===== config.mk =====
export PLATFORM = sky130hd
export DESIGN_NAME = display_fetch_contention_delay
export DESIGN_NICKNAME = d
export VERILOG_FILES = /design/src/hdl/dfcd_pkg.sv /design/src/hdl/display_fetch_contention_delay.sv
export SDC_FILE = /design/constraint.sdc
export NUM_CORES = 1
export LEC_CHECK = 0
export BUFFER_PORTS_ARGS = -buffer_cell sky130_fd_sc_hd__buf_2
export CAP_MARGIN = 5
export CORE_MARGIN = 5
export CORE_UTILIZATION = 65
export CTS_CLUSTER_SIZE = 10
export DETAILED_ROUTE_END_ITERATION = 10
export PLACE_DENSITY = 0.82
export SYNTH_ARGS = -nofsm -noshare
export SYNTH_HDL_FRONTEND = slang
export SYNTH_SLANG_ARGS = --single-unit

===== constraint.sdc =====
create_clock -name clk -period 9.55 [get_ports clk]
set_input_delay 0 -clock clk [delete_from_list [all_inputs] [get_ports clk]]
set_output_delay 0 -clock clk [all_outputs]
set_load 0.05 [all_outputs]

===== src/hdl/dfcd_pkg.sv =====
// Package for the display fetch contention delay block.
// Holds line geometry constants, register indexes, delay patterns and the divider step.
// Depends on nothing.
package dfcd_pkg;

	localparam int BORDER_LINES = 24;
	localparam int ACTIVE_LINES = 192;
	localparam int BORDER_COLS  = 4;

	// Register index port.
	localparam int CFG_IDX_W  = 3;
	localparam int CFG_DATA_W = 17;

	localparam logic [CFG_IDX_W-1:0] CFG_PATTERN_MODE  = 3'd0;
	localparam logic [CFG_IDX_W-1:0] CFG_FIRST_LINE    = 3'd1;
	localparam logic [CFG_IDX_W-1:0] CFG_TICKS_PER_LN  = 3'd2;
	localparam logic [CFG_IDX_W-1:0] CFG_LEFT_BORDER   = 3'd3;
	localparam logic [CFG_IDX_W-1:0] CFG_SCREEN_WIDTH  = 3'd4;

	// Contention modes.
	localparam logic [1:0] MODE_A = 2'd1;
	localparam logic [1:0] MODE_B = 2'd2;
	localparam logic [10:0] OFFSET_A = 11'd1;
	localparam logic [10:0] OFFSET_B = 11'd4;

	localparam logic [2:0] PAT_A [8] = '{3'd5, 3'd4, 3'd3, 3'd2, 3'd1, 3'd0, 3'd0, 3'd6};
	localparam logic [2:0] PAT_B [8] = '{3'd5, 3'd4, 3'd3, 3'd2, 3'd1, 3'd0, 3'd7, 3'd6};

	// Field widths.
	localparam int TIME_W = 17;
	localparam int TPL_W  = 9;
	localparam int BYTE_W = 8;

	// The position dividend gets POS_BIAS line lengths added so it never goes negative.
	localparam int POS_BIAS = 4 * BORDER_COLS;

	// Divider geometry: 18 quotient bits, three per pipeline stage.
	localparam int DIV_W       = 18;
	localparam int DIV_STAGES  = 6;
	localparam int STEPS_STAGE = DIV_W / DIV_STAGES;

	typedef struct packed {
		logic             neg;   // access came before the first line
		logic [DIV_W-1:0] nd;    // line dividend, consumed from the top
		logic [DIV_W-1:0] nu;    // position dividend, consumed from the top
		logic [DIV_W-1:0] q;     // line quotient built so far
		logic [TPL_W-1:0] rd;    // partial remainder of the line dividend
		logic [TPL_W-1:0] ru;    // partial remainder of the position dividend
	} div_st_t;

	// One restoring division step on both dividends.
	function automatic div_st_t div_step(input div_st_t st, input logic [TPL_W-1:0] tpl);
		div_st_t       r;
		logic [TPL_W:0] td;
		logic [TPL_W:0] tu;
		logic          qb;
		r  = st;
		td = {st.rd, st.nd[DIV_W-1]};
		tu = {st.ru, st.nu[DIV_W-1]};
		qb = (td >= {1'b0, tpl});
		if (qb) begin
			td = td - {1'b0, tpl};
		end
		if (tu >= {1'b0, tpl}) begin
			tu = tu - {1'b0, tpl};
		end
		r.rd = td[TPL_W-1:0];
		r.ru = tu[TPL_W-1:0];
		r.q  = {st.q[DIV_W-2:0], qb};
		r.nd = {st.nd[DIV_W-2:0], 1'b0};
		r.nu = {st.nu[DIV_W-2:0], 1'b0};
		return r;
	endfunction

endpackage


===== src/hdl/display_fetch_contention_delay.sv =====
// Top level of the display fetch contention delay block.
// Depends on dfcd_pkg for constants, patterns and the divider step.

// Returns the wait ticks that the video fetch forces on a CPU access at a given
// tick of the frame. One transaction is taken every clock while the output is not
// held. The accepting clock registers the line and position dividends, the divider
// stages run a shared-shape restoring divider (three quotient bits per stage, both
// dividends side by side), and a last stage does the window test and the pattern
// lookup into the output register. A held output stalls the whole pipeline.
// Configuration writes are taken in every cycle and must only be made while no
// access is in flight.
module display_fetch_contention_delay (
	input  logic                             clk,
	input  logic                             arst_n,
	input  logic                             in_valid,
	output logic                             in_ready,
	input  logic [dfcd_pkg::TIME_W-1:0]      access_time,
	output logic                             out_valid,
	input  logic                             out_ready,
	output logic [2:0]                       wait_ticks,
	input  logic                             cfg_valid,
	output logic                             cfg_ready,
	input  logic [dfcd_pkg::CFG_IDX_W-1:0]   cfg_index,
	input  logic [dfcd_pkg::CFG_DATA_W-1:0]  cfg_data
);
	import dfcd_pkg::*;

	localparam int NS = DIV_STAGES + 1;

	logic [1:0]        pattern_mode_q;
	logic [TIME_W-1:0] first_line_time_q;
	logic [TPL_W-1:0]  ticks_per_line_q;
	logic [BYTE_W-1:0] left_border_q;
	logic [BYTE_W-1:0] screen_width_q;

	// Index k holds the register of pipeline stage k.
	logic    vld_s [1:NS];
	div_st_t pipe_s [1:NS];
	div_st_t next_s [2:NS];

	logic       adv;
	logic       out_valid_q;
	logic [2:0] wait_ticks_q;

	div_st_t          entry;
	logic [DIV_W:0]   diff;
	logic [DIV_W+1:0] usum;

	logic          in_lines;
	logic [10:0]   pos;
	logic [10:0]   off;
	logic [10:0]   lo;
	logic [10:0]   hi;
	logic          active;
	logic [2:0]    pat_val;
	logic [2:0]    wait_next;

	assign cfg_ready  = 1'b1;
	assign adv        = !out_valid_q || out_ready;
	assign in_ready   = adv;
	assign out_valid  = out_valid_q;
	assign wait_ticks = wait_ticks_q;

	always_ff @(posedge clk or negedge arst_n) begin
		if (!arst_n) begin
			pattern_mode_q    <= 2'd1;
			first_line_time_q <= 17'd8960;
			ticks_per_line_q  <= 9'd224;
			left_border_q     <= 8'd24;
			screen_width_q    <= 8'd128;
		end else if (cfg_valid) begin
			case (cfg_index)
				CFG_PATTERN_MODE: pattern_mode_q    <= cfg_data[1:0];
				CFG_FIRST_LINE:   first_line_time_q <= cfg_data;
				CFG_TICKS_PER_LN: ticks_per_line_q  <= cfg_data[TPL_W-1:0];
				CFG_LEFT_BORDER:  left_border_q     <= cfg_data[BYTE_W-1:0];
				CFG_SCREEN_WIDTH: screen_width_q    <= cfg_data[BYTE_W-1:0];
				default: ;
			endcase
		end
	end

	// Stage 1 dividends: d for the line, and d + left border - 4*BORDER_COLS with
	// POS_BIAS line lengths added for the position, which leaves its remainder unchanged.
	always_comb begin
		diff = {2'b00, access_time} - {2'b00, first_line_time_q};
		usum = {2'b00, diff[DIV_W-1:0]} + {{(DIV_W+2-BYTE_W){1'b0}}, left_border_q}
			+ (DIV_W+2)'({{(DIV_W+2-TPL_W){1'b0}}, ticks_per_line_q} * POS_BIAS)
			- (DIV_W+2)'(POS_BIAS);
		entry     = '0;
		entry.neg = diff[DIV_W];
		entry.nd  = diff[DIV_W-1:0];
		entry.nu  = usum[DIV_W-1:0];
	end

	always_comb begin
		for (int k = 2; k <= NS; k++) begin
			next_s[k] = pipe_s[k-1];
			for (int j = 0; j < STEPS_STAGE; j++) begin
				next_s[k] = div_step(next_s[k], ticks_per_line_q);
			end
		end
	end

	always_ff @(posedge clk or negedge arst_n) begin
		if (!arst_n) begin
			for (int k = 1; k <= NS; k++) begin
				vld_s[k] <= 1'b0;
			end
			out_valid_q <= 1'b0;
		end else if (adv) begin
			vld_s[1] <= in_valid;
			for (int k = 2; k <= NS; k++) begin
				vld_s[k] <= vld_s[k-1];
			end
			out_valid_q <= vld_s[NS];
		end
	end

	always_ff @(posedge clk) begin
		if (adv) begin
			pipe_s[1] <= entry;
			for (int k = 2; k <= NS; k++) begin
				pipe_s[k] <= next_s[k];
			end
			wait_ticks_q <= wait_next;
		end
	end

	// Window test and pattern lookup on the finished quotient and remainder.
	always_comb begin
		in_lines = (pipe_s[NS].q >= DIV_W'(BORDER_LINES))
			&& (pipe_s[NS].q < DIV_W'(BORDER_LINES + ACTIVE_LINES));
		pos = {2'b00, pipe_s[NS].ru};
		off = (pattern_mode_q == MODE_A) ? OFFSET_A : OFFSET_B;
		lo  = {3'b000, left_border_q} - off;
		hi  = {3'b000, left_border_q} + {3'b000, screen_width_q} - off;
		active = ($signed(pos) >= $signed(lo)) && ($signed(pos) < $signed(hi));
		pat_val = (pattern_mode_q == MODE_A) ? PAT_A[pos[2:0]] : PAT_B[pos[2:0]];
		if ((pattern_mode_q != MODE_A && pattern_mode_q != MODE_B)
			|| ticks_per_line_q == '0 || pipe_s[NS].neg || !in_lines || !active) begin
			wait_next = 3'd0;
		end else begin
			wait_next = pat_val;
		end
	end

endmodule


# After elaboration in Yosys (flattened, before gate mapping)
# Memories as Yosys holds them, arrays and structs flattened.
# Index checks and enable logic that the tools add are counted.
word_totals:
  ff_bits: 55
  romBits: 48
  elab_cells: 171
  inputBits: 42
  mem_bits_rw: 511
  memories: 3
  output_inout_bits: 6
classes:
  n_reduce_logical: 18
  bitwise_logic: 1
  n_addsub: 43
  eq_ne: 7
  n_mux: 44
  magnitude_cmp: 41
memory_table:
  columns: ["memory", "depth", "word_bits", "read_ports", "rd_clocked_by_memory_dff", "write_ports", "line", "source"]
  rows:
  - ["pipe_s", 7, 73, 7, 0, 7, "display_fetch_contention_delay.sv:38", "div_st_t pipe_s [1:NS];"]
  - ["(no name shown)", 8, 3, 1, 0, 0, "display_fetch_contention_delay.sv:139", "pat_val = (pattern_mode_q == MODE_A) ? PAT_A[pos[2:0]] : PAT_B[pos[2:0]];"]
  - ["(no name shown)", 8, 3, 1, 0, 0, "display_fetch_contention_delay.sv:139", null]
ops:
  columns: ["op", "count"]
  rows:
  - [">= comparator 10 x 9 -> 1 bit", 37]
  - ["2-to-1 mux 9 bit", 36]
  - ["subtractor 9 bit", 36]
  - ["adder 18 x 13 -> 18 bit", 1]
  - ["adder 18 x 8 -> 18 bit", 1]
  - [">= comparator 18 x 5 -> 1 bit (second input constant)", 1]
  - ["less-than comparator 18 x 8 -> 1 bit (second input constant)", 1]
  - ["2-to-1 mux 3 bit", 6]
  - ["subtractor 17 x 17 -> 18 bit", 1]
  - ["subtractor 18 x 5 -> 18 bit (second input constant)", 1]
  - ["less-than comparator 10 bit", 1]
  - ["AND reduction 2 bit", 5]
  - ["subtractor 9 x 3 -> 10 bit", 1]
  - ["adder 8 x 8 -> 9 bit", 1]
  - ["zero test 9 bit", 1]
  - ["subtractor 8 x 3 -> 9 bit", 1]
  - ["equality test 3 x 2 -> 1 bit (second input constant)", 2]
  - ["logical OR 1 bit", 5]
  - [">= comparator 4 bit (second input constant)", 1]
  - ["inverter 3 -> 4 bit", 1]
  - ["equality test 3 x 1 -> 1 bit (second input constant)", 1]
  - ["equality test 3 bit (second input constant)", 1]
  - ["logical AND 1 bit", 3]
  - ["zero test 1 bit", 3]
  - ["other kinds (5)", 6]

# Longest topological paths before layout
# Gate-level depths: netlist of run 1.
depth:
  ltp_word: 7
  depth_mapped: 34

# Least setup slack after synthesis of run 1
# Ideal clock, no wire load.
synth_timing:
  kind: "reg-to-reg"
  start: "register ticks_per_line_q[1]"
  end: "register, netlist name pipe_s[0][366]"
  arrival_time_ns: 7.754
  path_slack_ns: 1.537
  stages_incl_launch_ff: 28
  n_path_buf: 2
  path_cell_list: "dfrtp_1 -> inv_1 -> fa_1 -> a21o_1 -> a21oi_1 -> o21ai_0 -> a21boi_0 -> o21bai_2 -> mux2_2 -> ha_1 -> a21o_1 -> a21oi_1 -> o211ai_1 -> o21ai_0 -> o311a_1 -> clkbuf_1 -> o21ai_0 -> fa_1 -> a21o_1 -> a21oi_1 -> o21ai_0 -> a21oi_1 -> nor2b_1 -> nor3_1 -> o21ai_0 -> a21o_1 -> buf_2 -> mux2_2"
synth_rtl:
  columns: ["element", "line", "source"]
  rows:
  - ["from (decl)", "display_fetch_contention_delay.sv:32", "logic [TPL_W-1:0] ticks_per_line_q;"]
  - ["from (signal assigned)", "display_fetch_contention_delay.sv:75", "CFG_TICKS_PER_LN: ticks_per_line_q <= cfg_data[TPL_W-1:0];"]

==> results of run 1 <==
==> routing by layer <==
layer / track usage, % / wire (um) / up-vias
li1: - / - / 9821
met1: 36.4 / 27200 / 9904
met2: 50.7 / 32100 / 700
met3: 3.94 / 3560 / 211
met4: 11.5 / 2800 / 0
met5: 0 / 0 / -
==> worst max-delay path: stages (launching register included) <==
cell and delay [ns]:
dfrtp_1 0.33, buf_4 0.31, clkinv_2 0.49, fa_1 0.61
a21o_1 0.19, a21oi_2 0.21, o21ai_2 0.08, a311o_1 0.35
a21oi_1 0.72, mux2_2 0.43, ha_1 0.33, nor2b_1 0.15
o21ai_0 0.16, nand2b_1 0.12, nor2b_1 0.16, o41ai_1 0.35
o311a_1 0.57, o21ai_0 0.29, fa_1 0.49, nand2_1 0.08
nand2_1 0.05, a21oi_1 0.29, nor2_1 0.07, nor2_1 0.10
nand2_1 0.08, o21ai_0 0.17, nand3b_1 0.45, mux2_4 0.47
==> cell usage in the layout (no fill, tap or decap), types with 33 or more instances in the layout <==
master         count
mux2_2           155
nor2_1           164
nand4_1           52
clkbuf_16         42
buf_2             46
o21ai_0          172
a21o_1           107
edfxtp_1         267
dfrtp_1           41
a21oi_1          175
inv_1            237
xor2_1            77
nor3_1            35
ha_1             375
fa_1              39
dlygate4sd3_1     43
nor2b_1           63
xnor2_1          149
nand2b_1          33
nand2_1          166
==> per-stage QoR <==
| stage | setup WS [ns] | hold slack (ns) | cells | instance area (sq um) | utilization (%) |
|---|---|---|---|---|---|
| finish | 1.13 | 0.0195 | 3327 | 29500 | 72.3 |
| floorplan | 1.54 | -0.296 | 2640 | 26800 | - |
| CTS | 1.12 | 0.000177 | 3327 | 29500 | 72.3 |
| detailed placement | 1.17 | 0.208 | 3215 | 27800 | 68.0 |
| global placement | 1.47 | 0.202 | 3215 | 27800 | 68.0 |
| global route | 0.412 | 0.0234 | 3327 | 29500 | 72.3 |
==> cells by family after synthesis <==
logic type	Yosys count	share of synthesized area (%)
compound gates	628	14.9
simple gates	595	10.6
fa+ha+maj	414	20.4
flops	319	34.8
buf+inv	270	3.95
xor+xnor	227	7.46
mux	186	7.82
other cells	1	0.0140
==> registers in the layout, indices dropped and copies added, names as in the netlist <==
register	cells
pipe_s	264
first_line_time_q	17
ticks_per_line_q	9
left_border_q	8
screen_width_q	8
vld_s	7
wait_ticks	3
pattern_mode_q	2
out_valid	1
==> timing repair <==
action                    in CTS  in global routing
hold endpoints to repair      88                  0
hold buffers                  43                  0
buffers inserted               0                  0
gates resized for setup        0                  0
==> cells in the mapped netlist, types with 5 or more instances <==
master    number
edfxtp_1     267
and2_1         8
nand4_1       52
a21boi_0      13
nand3b_1       6
dfstp_2       10
a31oi_1       23
nor3_1        35
dfrtp_1       42
inv_1        239
a21oi_1      175
a21o_1       107
a211oi_1       9
and3_1         5
o311a_1        5
buf_2         10
nor2_1       165
o21bai_1      28
nand2b_1      33
mux2_2       155
or3_1          6
o21ai_0      172
xnor2_1      149
nor2b_1       63
clkbuf_1      16
nand3_1       21
or2_2         15
fa_1          39
nand2_1      166
o31ai_1       20
xor2_1        77
mux2_4         8
ha_1         375
o21ai_1        6
o21a_1        17
mux2i_1       21
==> area by class of cell <==
type | count | area, sq um
Timing Repair Buffer | 117 | 871
Sequential cell | 319 | 9330
Inverter | 239 | 906
Fill cell | 2769 | 11300
Tap cell | 532 | 666
Clock buffer | 58 | 1140
Multi-Input combinational cell | 2051 | 16400
Clock inverter | 11 | 165
==> worst min-delay path by stage <==
| stage | from | end | slack [ns] | cells past startpoint |
|---|---|---|---|---|
| finish | access_time[16] | pipe_s[0][145] | 0.02 | 3 |
| global route | access_time[16] | pipe_s[0][145] | 0.02 | 3 |
| CTS | access_time[16] | pipe_s[0][145] | 0.0002 | 3 |
| detailed placement | cfg_data[12] | first_line_time_q[12] | 0.21 | 3 |
| global placement | cfg_data[15] | first_line_time_q[15] | 0.20 | 3 |
| floorplan | arst_n | first_line_time_q[0] | -0.30 | 0 |
==> metrics.md, run 1 <==
| Metric | Value |
|---|---|
| First DRT Iteration DRCs | 1253 |
| Post-DR wirelength/cell | 19.7 um |
| Hold Crit Class | in2reg |
| Status | completed |
| CTS Buffer Depth | 3 |
| Distinct cells, synth | 76 |
| Site row count | 74 |
| GRT Total Usage | 28.9% |
| Initial antenna violation count | 0 |
| # diodes | 0 |
| Post-route clock period utilization | 88.1% |
| Die span in y | 213 um |
| Unrepaired setup endpoints after global routing | no |
| Synth warn | 0 |
| Synth Flop Type | edfxtp_1 |
| Clk root buf | clkbuf_16 |
| FMAX | 119 MHz |
| Worst-Skew Late Latency | 0.57 ns |
| Leading area contributor after synthesis | edfxtp_1 |
| Vias in the first global route | 21400 |
| Setup TNS | 0 ns |
| Clock buffer count from CTS | 41 |
| R2R setup slack | 1.13 ns |
| Synthesized area | 26800 sq um |
| Setup crit start kind | register |
| Max Clock Skew | 0.0274 ns |
| Slew @ Worst Pin | 1.18 ns |
| Clk sinks | 319 |
| # IOs | 48 |
| # DRC | 0 |
| Layout cells sized above 1 | 12.3% |
| Critical path origin | ticks_per_line_q[1] |
| Initial Utilization | 65.7% |
| Layout area overhead | 10.0% |
| # Max-Cap Violations | 0 |
| R2r startpoint | ticks_per_line_q[1] |
| Routed Antenna Nets | 0 |
| Crit path time final | 8.42 ns |
| Worst setup endpoint | pipe_s[0][232] |
| Net count, final | 3225 |
| First-pass GRT wire length | 107000 um |
| Final Hold Fails | 0 |
| Detailed Routing Iterations Pass 1 | 5 |
| Synthesized Nets | 3096 |
| DPL Wire Length | 46300 um |
| Worst Path Max Fanout | 18 |
| Final Slew Violations | 0 |
| Cells after synthesis | 2640 |
| EDFF count, synth | 267 |
| Setup crit end kind | register |
| H-tree Lvls | 2 |
| Yosys reg bits | 319 |
| Synth top area cells | edfxtp_1, ha_1, mux2_2 |
| DR vias/cell | 6.20 |
| Via count | 20600 |
| Core area | 40800 sq um |
| Largest net degree at the start of global routing | 129 |
| Die width | 213 um |
| CP Class | reg2reg |
| FFs w/ async S/R, synth | 16.3% |
| GP Congestion | 0.882 |
| Final WL | 65600 um |
| R2r endpoint | pipe_s[0][232] |
| Slew HR | 21.7% |
| TritonCTS clock tree | done |
| Signal arrival time at the worst endpoint | 8.73 ns |
| Avg Cell Area, Syn | 10.2 sq um |
| CP required | 9.86 ns |
| Die area | 45400 sq um |
| Number of port buffers | 46 |
| Setup violators final | 0 |
| R2R depth | 27 |
| Sequential fraction of the synthesis area | 34.8% |
| Top cell type's share of synthesized area | 29.9% |
| Worst-path clk slew | 0.06 ns |
| Grt ovf | 0 |
Power of run 1 is left out: the tool's default activity adds up to more than one toggle a clock period on the data nets, which glitch-free logic cannot reach.
==> run 2, diff against run 1 <==
- CAP_MARGIN: 5 -> 30
- CORE_MARGIN: 5 -> 1
==> metrics.md, run 2 (synthesis gave the netlist of run 1 again) <==
| Metric | Value |
|---|---|
| Final hold slack | 0.0696 ns |
| Largest reg by FF count | pipe_s |
| First DRT Iteration DRCs | 1312 |
| Design Area, Final | 29400 sq um |
| Setup Fix Bufs, Post-CTS | 0 |
| Hold Buf Count CTS | 43 |
| Worst-path clk slew | 0.06 ns |
| R2R setup slack | 1.24 ns |
| FMAX | 120 MHz |
| # DRC | 0 |
| Status | completed |
| Unrepaired setup endpoints after global routing | no |
| Grt met2 use | 53.4% |
| Met1 Resource Use GR | 38.2% |
| Post-DR wirelength/cell | 19.5 um |
| Post-route clock period utilization | 87.0% |
| Max stage delay on crit path | 0.72 ns |
| Setup TNS | 0 ns |
| Met3 Resource Use GR | 4.26% |
| Placed cell count | 3215 |
| # Max-Cap Violations | 0 |
| Slew @ Worst Pin | 1.05 ns |
| CP required | 9.85 ns |
| Fin cells | 3323 |
| DPL Wire Length | 45400 um |
| Slowest-stage cell, CP | a21oi_1 |
| Vias in the first global route | 21000 |
| Cts repair resizes | 0 |
| Core area | 40700 sq um |
| Signal arrival time at the worst endpoint | 8.61 ns |
| TritonCTS clock tree | done |
| DR vias/cell | 6.20 |
| Site row count | 74 |
| # diodes | 0 |
| Clock buffer count from CTS | 39 |
| Die width | 205 um |
| CP Class | reg2reg |
| Commonest non-fill, non-tap cells in the layout | ha_1, edfxtp_1, inv_1, a21oi_1, o21ai_0 |
| Hold Crit Class | in2reg |
| Final Hold Fails | 0 |
| Clk root buf | clkbuf_16 |
| Die area | 42100 sq um |
| H-tree Lvls | 2 |
| Max reg flops | 264 |
| Routed Antenna Nets | 0 |
| Initial antenna violation count | 0 |
| Clk sinks | 319 |
| Initial Utilization | 65.8% |
| GRT Total Usage | 31.0% |
| GP Congestion | 0.880 |
| First-pass GRT wire length | 104000 um |
| Net count, final | 3224 |
| CTS Buffer Depth | 3 |
| Number of port buffers | 46 |
| Slew HR | 29.5% |
| # IOs | 48 |
| Grt ovf | 0 |
| Detailed Routing Iterations Pass 1 | 8 |
| Setup violators final | 0 |
| Final Slew Violations | 0 |
| Worst Path Max Fanout | 16 |
| Via count | 20600 |
| Post-place instance area | 27800 sq um |
| Layout area overhead | 9.53% |
| Layout cells sized above 1 | 12.0% |
| Largest net degree at the start of global routing | 131 |
| Worst-Skew Late Latency | 0.57 ns |
| Max Clock Skew | 0.0310 ns |
| Final WL | 64600 um |
| Die span in y | 205 um |
| Top Registers | pipe_s x264, first_line_time_q x17, ticks_per_line_q x9 |
| Most used routing layer | met2 |
| Crit path time final | 8.31 ns |
| Setup crit end kind | register |
| Setup crit start kind | register |
| Commonest non-fill, non-tap cell in the layout | ha_1 |
[run 2: cell count changes in the layout (fill, tap and decap cells not counted), moves of 2 or more]
| cell | delta |
|---|---|
| buf_4 | -4 |
| clkbuf_1 | +4 |
| bufinv_16 | -3 |
| clkbuf_8 | -3 |
| buf_12 | +2 |
| clkbuf_16 | -2 |
[run 2: final cells by class]
class / count / area [sq um]
Tap cell: 532 / 666
Fill cell: 2826 / 11400
Multi-Input combinational cell: 2051 / 16400
Clock buffer: 57 / 1060
Inverter: 239 / 906
Timing Repair Buffer: 118 / 905
Sequential cell: 319 / 9330
Clock inverter: 7 / 71.3
[run 2: per-layer routing]
metal / wire length [um] / vias to the layer above
met5: 0 / -
met4: 2990 / 0
met3: 3560 / 238
met2: 31300 / 744
met1: 26800 / 9791
li1: - / 9841
[run 2: worst paths after layout]
| kind | from | end | cells past startpoint |
|---|---|---|---|
| max | ticks_per_line_q[1] | pipe_s[0][232] | 27 |
| min | access_time[12] | pipe_s[0][139] | 3 |
| max reg2reg | ticks_per_line_q[1] | pipe_s[0][232] | 27 |
| min reg2reg | pipe_s[0][193] | pipe_s[0][269] | 0 |
| max in group asynchronous | arst_n | first_line_time_q[16] | 4 |
| min in group asynchronous | arst_n | first_line_time_q[8] | 3 |
[run 2: critical path, delay by kind of cell (launching register included)]
family / cells / cell delay (ns)
compound gates: 11 / 3.43
fa+ha+maj: 3 / 1.38
simple gates: 9 / 1.29
mux: 2 / 0.89
buf+inv: 2 / 0.69
flops: 1 / 0.33
[run 2: metrics by stage]
stage,utilization (%),setup slack [ns]
floorplan,-,1.54
global placement,68.2,1.59
detailed placement,68.2,1.39
CTS,72.1,1.27
global route,72.1,0.612
finish,72.1,1.24
Power of run 2 is left out for the same reason.
==> run 3, diff against run 2 <==
- ABC_AREA: default -> 1
==> metrics.md, run 3 <==
| Metric | Value |
|---|---|
| Critical path origin | ticks_per_line_q[2] |
| Failing checks | DRC |
| DR vias/cell | 5.67 |
| Setup ws final | 3.44 ns |
| Clk sinks | 319 |
| Adder-cell share of the synthesized area | 18.4% |
| Top cell type's share of synthesized area | 26.9% |
| Largest net degree at the start of global routing | 84 |
| Final Hold Fails | 0 |
| Post-Synth Simple-Gate Area | 28.4% |
| Clock buffer count from CTS | 40 |
| Max Clock Skew | 0.0363 ns |
| Site row count | 78 |
| Distinct cells, synth | 57 |
| Detailed Routing Iterations Pass 1 | 11 |
| FMAX | 164 MHz |
| Max stage delay on crit path | 0.50 ns |
| Avg Cell Area, Syn | 7.83 sq um |
| Cts repair resizes | 0 |
| CTS Buffer Depth | 3 |
| Setup violators final | 0 |
| Synth warn | 0 |
| Slew HR | 38.8% |
| Layout area overhead | 8.41% |
| FFs w/ async S/R, synth | 16.3% |
| Net count, final | 4372 |
| Crit path time final | 6.11 ns |
| Setup crit start kind | register |
| Slowest-stage cell, CP | dfrtp_1 |
| Worst-Skew Late Latency | 0.58 ns |
| # Max-Cap Violations | 0 |
| Synth Area in Compound Gates | 8.78% |
| Cells after synthesis | 3801 |
| Number of port buffers | 46 |
| Top Registers | pipe_s x264, first_line_time_q x17, ticks_per_line_q x9 |
| Synthesized Nets | 4257 |
| R2r startpoint | ticks_per_line_q[2] |
| Commonest non-fill, non-tap cells in the layout | nand2_1, inv_1, ha_1, edfxtp_1, nand3_1 |
| Max reg flops | 264 |
| Commonest cells in the netlist | nand2_1, inv_1, ha_1 |
| Via count | 25700 |
| Largest reg by FF count | pipe_s |
| Routed Antenna Nets | 0 |
| CP required | 9.99 ns |
| TritonCTS clock tree | done |
| GRT Total Usage | 30.7% |
| DPL Wire Length | 51600 um |
| Xor/xnor share of the synthesized area | 5.95% |
| Grt ovf | 0 |
| Post-route clock period utilization | 64.0% |
| Hold Buf Count CTS | 24 |
| Sequential fraction of the synthesis area | 31.4% |
| Die area | 46600 sq um |
| Filler cells | 3536 |
| Final Slew Violations | 0 |
| Initial antenna violation count | 1 |
| # IOs | 48 |
| Vias in the first global route | 25000 |
| GP Congestion | 0.957 |
| # DRC | 2 |
| Setup WS pre-CTS | 3.51 ns |
| Yosys reg bits | 319 |
| Signal arrival time at the worst endpoint | 6.55 ns |
| Largest family of logic cells by synthesized area | simple AND/OR/NAND/NOR gates |
| Crit-path most repeated cell | nand2_1 |
| Clk root buf | clkbuf_16 |
| Commonest non-fill, non-tap cell in the layout | nand2_1 |
| Worst-path clk slew | 0.06 ns |
| Top-count cell post-synth | nand2_1 |
| Hold Crit Class | in2async |
| Core area | 45300 sq um |
| Synthesized area | 29800 sq um |
| First-pass GRT wire length | 117000 um |
| Slew @ Worst Pin | 0.918 ns |
| First DRT Iteration DRCs | 1920 |
| Post-DR wirelength/cell | 15.7 um |
| EDFF count, synth | 267 |
| Mux cell area share after synthesis | 0.227% |
| Status | complete, but fails checks |
| Layout cells sized above 1 | 8.47% |
| Final hold slack | 0.0885 ns |
| Synth top area cells | edfxtp_1, ha_1, nand2_1 |
| Die span in y | 216 um |
| Leading area contributor after synthesis | edfxtp_1 |
| CP Class | reg2reg |
| Worst Path Max Fanout | 24 |
| Final WL | 71100 um |
| Setup crit end kind | register |
| Unrepaired setup endpoints after global routing | no |
| Setup TNS | 0 ns |
| Setup Fix Bufs, Post-CTS | 0 |
| Die width | 216 um |
| Initial Utilization | 65.7% |
| Synth Flop Type | edfxtp_1 |
| H-tree Lvls | 2 |
[run 3: changes by cell type in the layout (fill, tap and decap cells not counted), moves of 33 or more]
cell,previous run,this run
nand2_1,166,1193
inv_1,237,478
nand3_1,21,262
mux2_2,155,6
o21ai_0,172,84
a21o_1,107,34
xnor2_1,149,78
nor2b_1,63,2
xor2_1,77,124
nand2_2,3,36
nand2b_1,33,0
[run 3: critical path: cells and delay by family, from the launching register on]
kind                     cells  cell delay (ns)
AND/OR/NAND/NOR             21             2.57
adder cells (fa/ha/maj)      3             1.10
buffers and inverters        3             1.04
flip-flops                   1             0.50
AO/OA/AOI/OAI                4             0.72
[run 3: area by class of cell]
cell class	count	area, sq um	area share (%)
Tap cell	600	751	2.33
Sequential cell	319	9330	28.9
Clock buffer	59	1110	3.45
Timing Repair Buffer	91	656	2.03
Antenna cell	1	2.50	0.00776
Inverter	507	1910	5.92
Multi-Input combinational cell	2957	18400	57.0
Clock inverter	9	108	0.334
[run 3: per-layer routing]
layer  vias up  share of wire [%]  routed length, um  GRT usage (%)
met5         -                  0                  0              0
met4         0                3.3               2320           11.2
met3       178                6.2               4380           3.96
met2       826                 48              33800           53.0
met1     11900                 43              30600           39.5
li1      12900                  -                  -              -
[run 3: through the flow]
stage	instances	util, %	area, sq um
after floorplan	3801	-	29800
after global placement	4448	67.9	30700
after detailed placement	4449	67.9	30800
after CTS	4541	71.2	32200
after global routing	4543	71.2	32300
final	4543	71.2	32300
[run 3: path summary, 6_finish.rpt]
kind / endpoint / slack (ns) / cells past startpoint
hold / removal: vld_s[6] / 0.09 / 3
min in group clk: pipe_s[0][135] / 0.09 / 3
setup / recovery: pipe_s[0][295] / 3.44 / 31
max in group asynchronous: ticks_per_line_q[0] / 8.99 / 3
hold reg to reg: pipe_s[0][539] / 0.41 / 0
setup reg to reg: pipe_s[0][295] / 3.44 / 31
[run 3: cell families after synthesis]
group	Yosys count
compound gates	444
xor+xnor	202
fa+ha+maj	414
buf+inv	525
flops	319
mux	6
other cells	1
simple gates	1890
Power of run 3 is left out for the same reason.
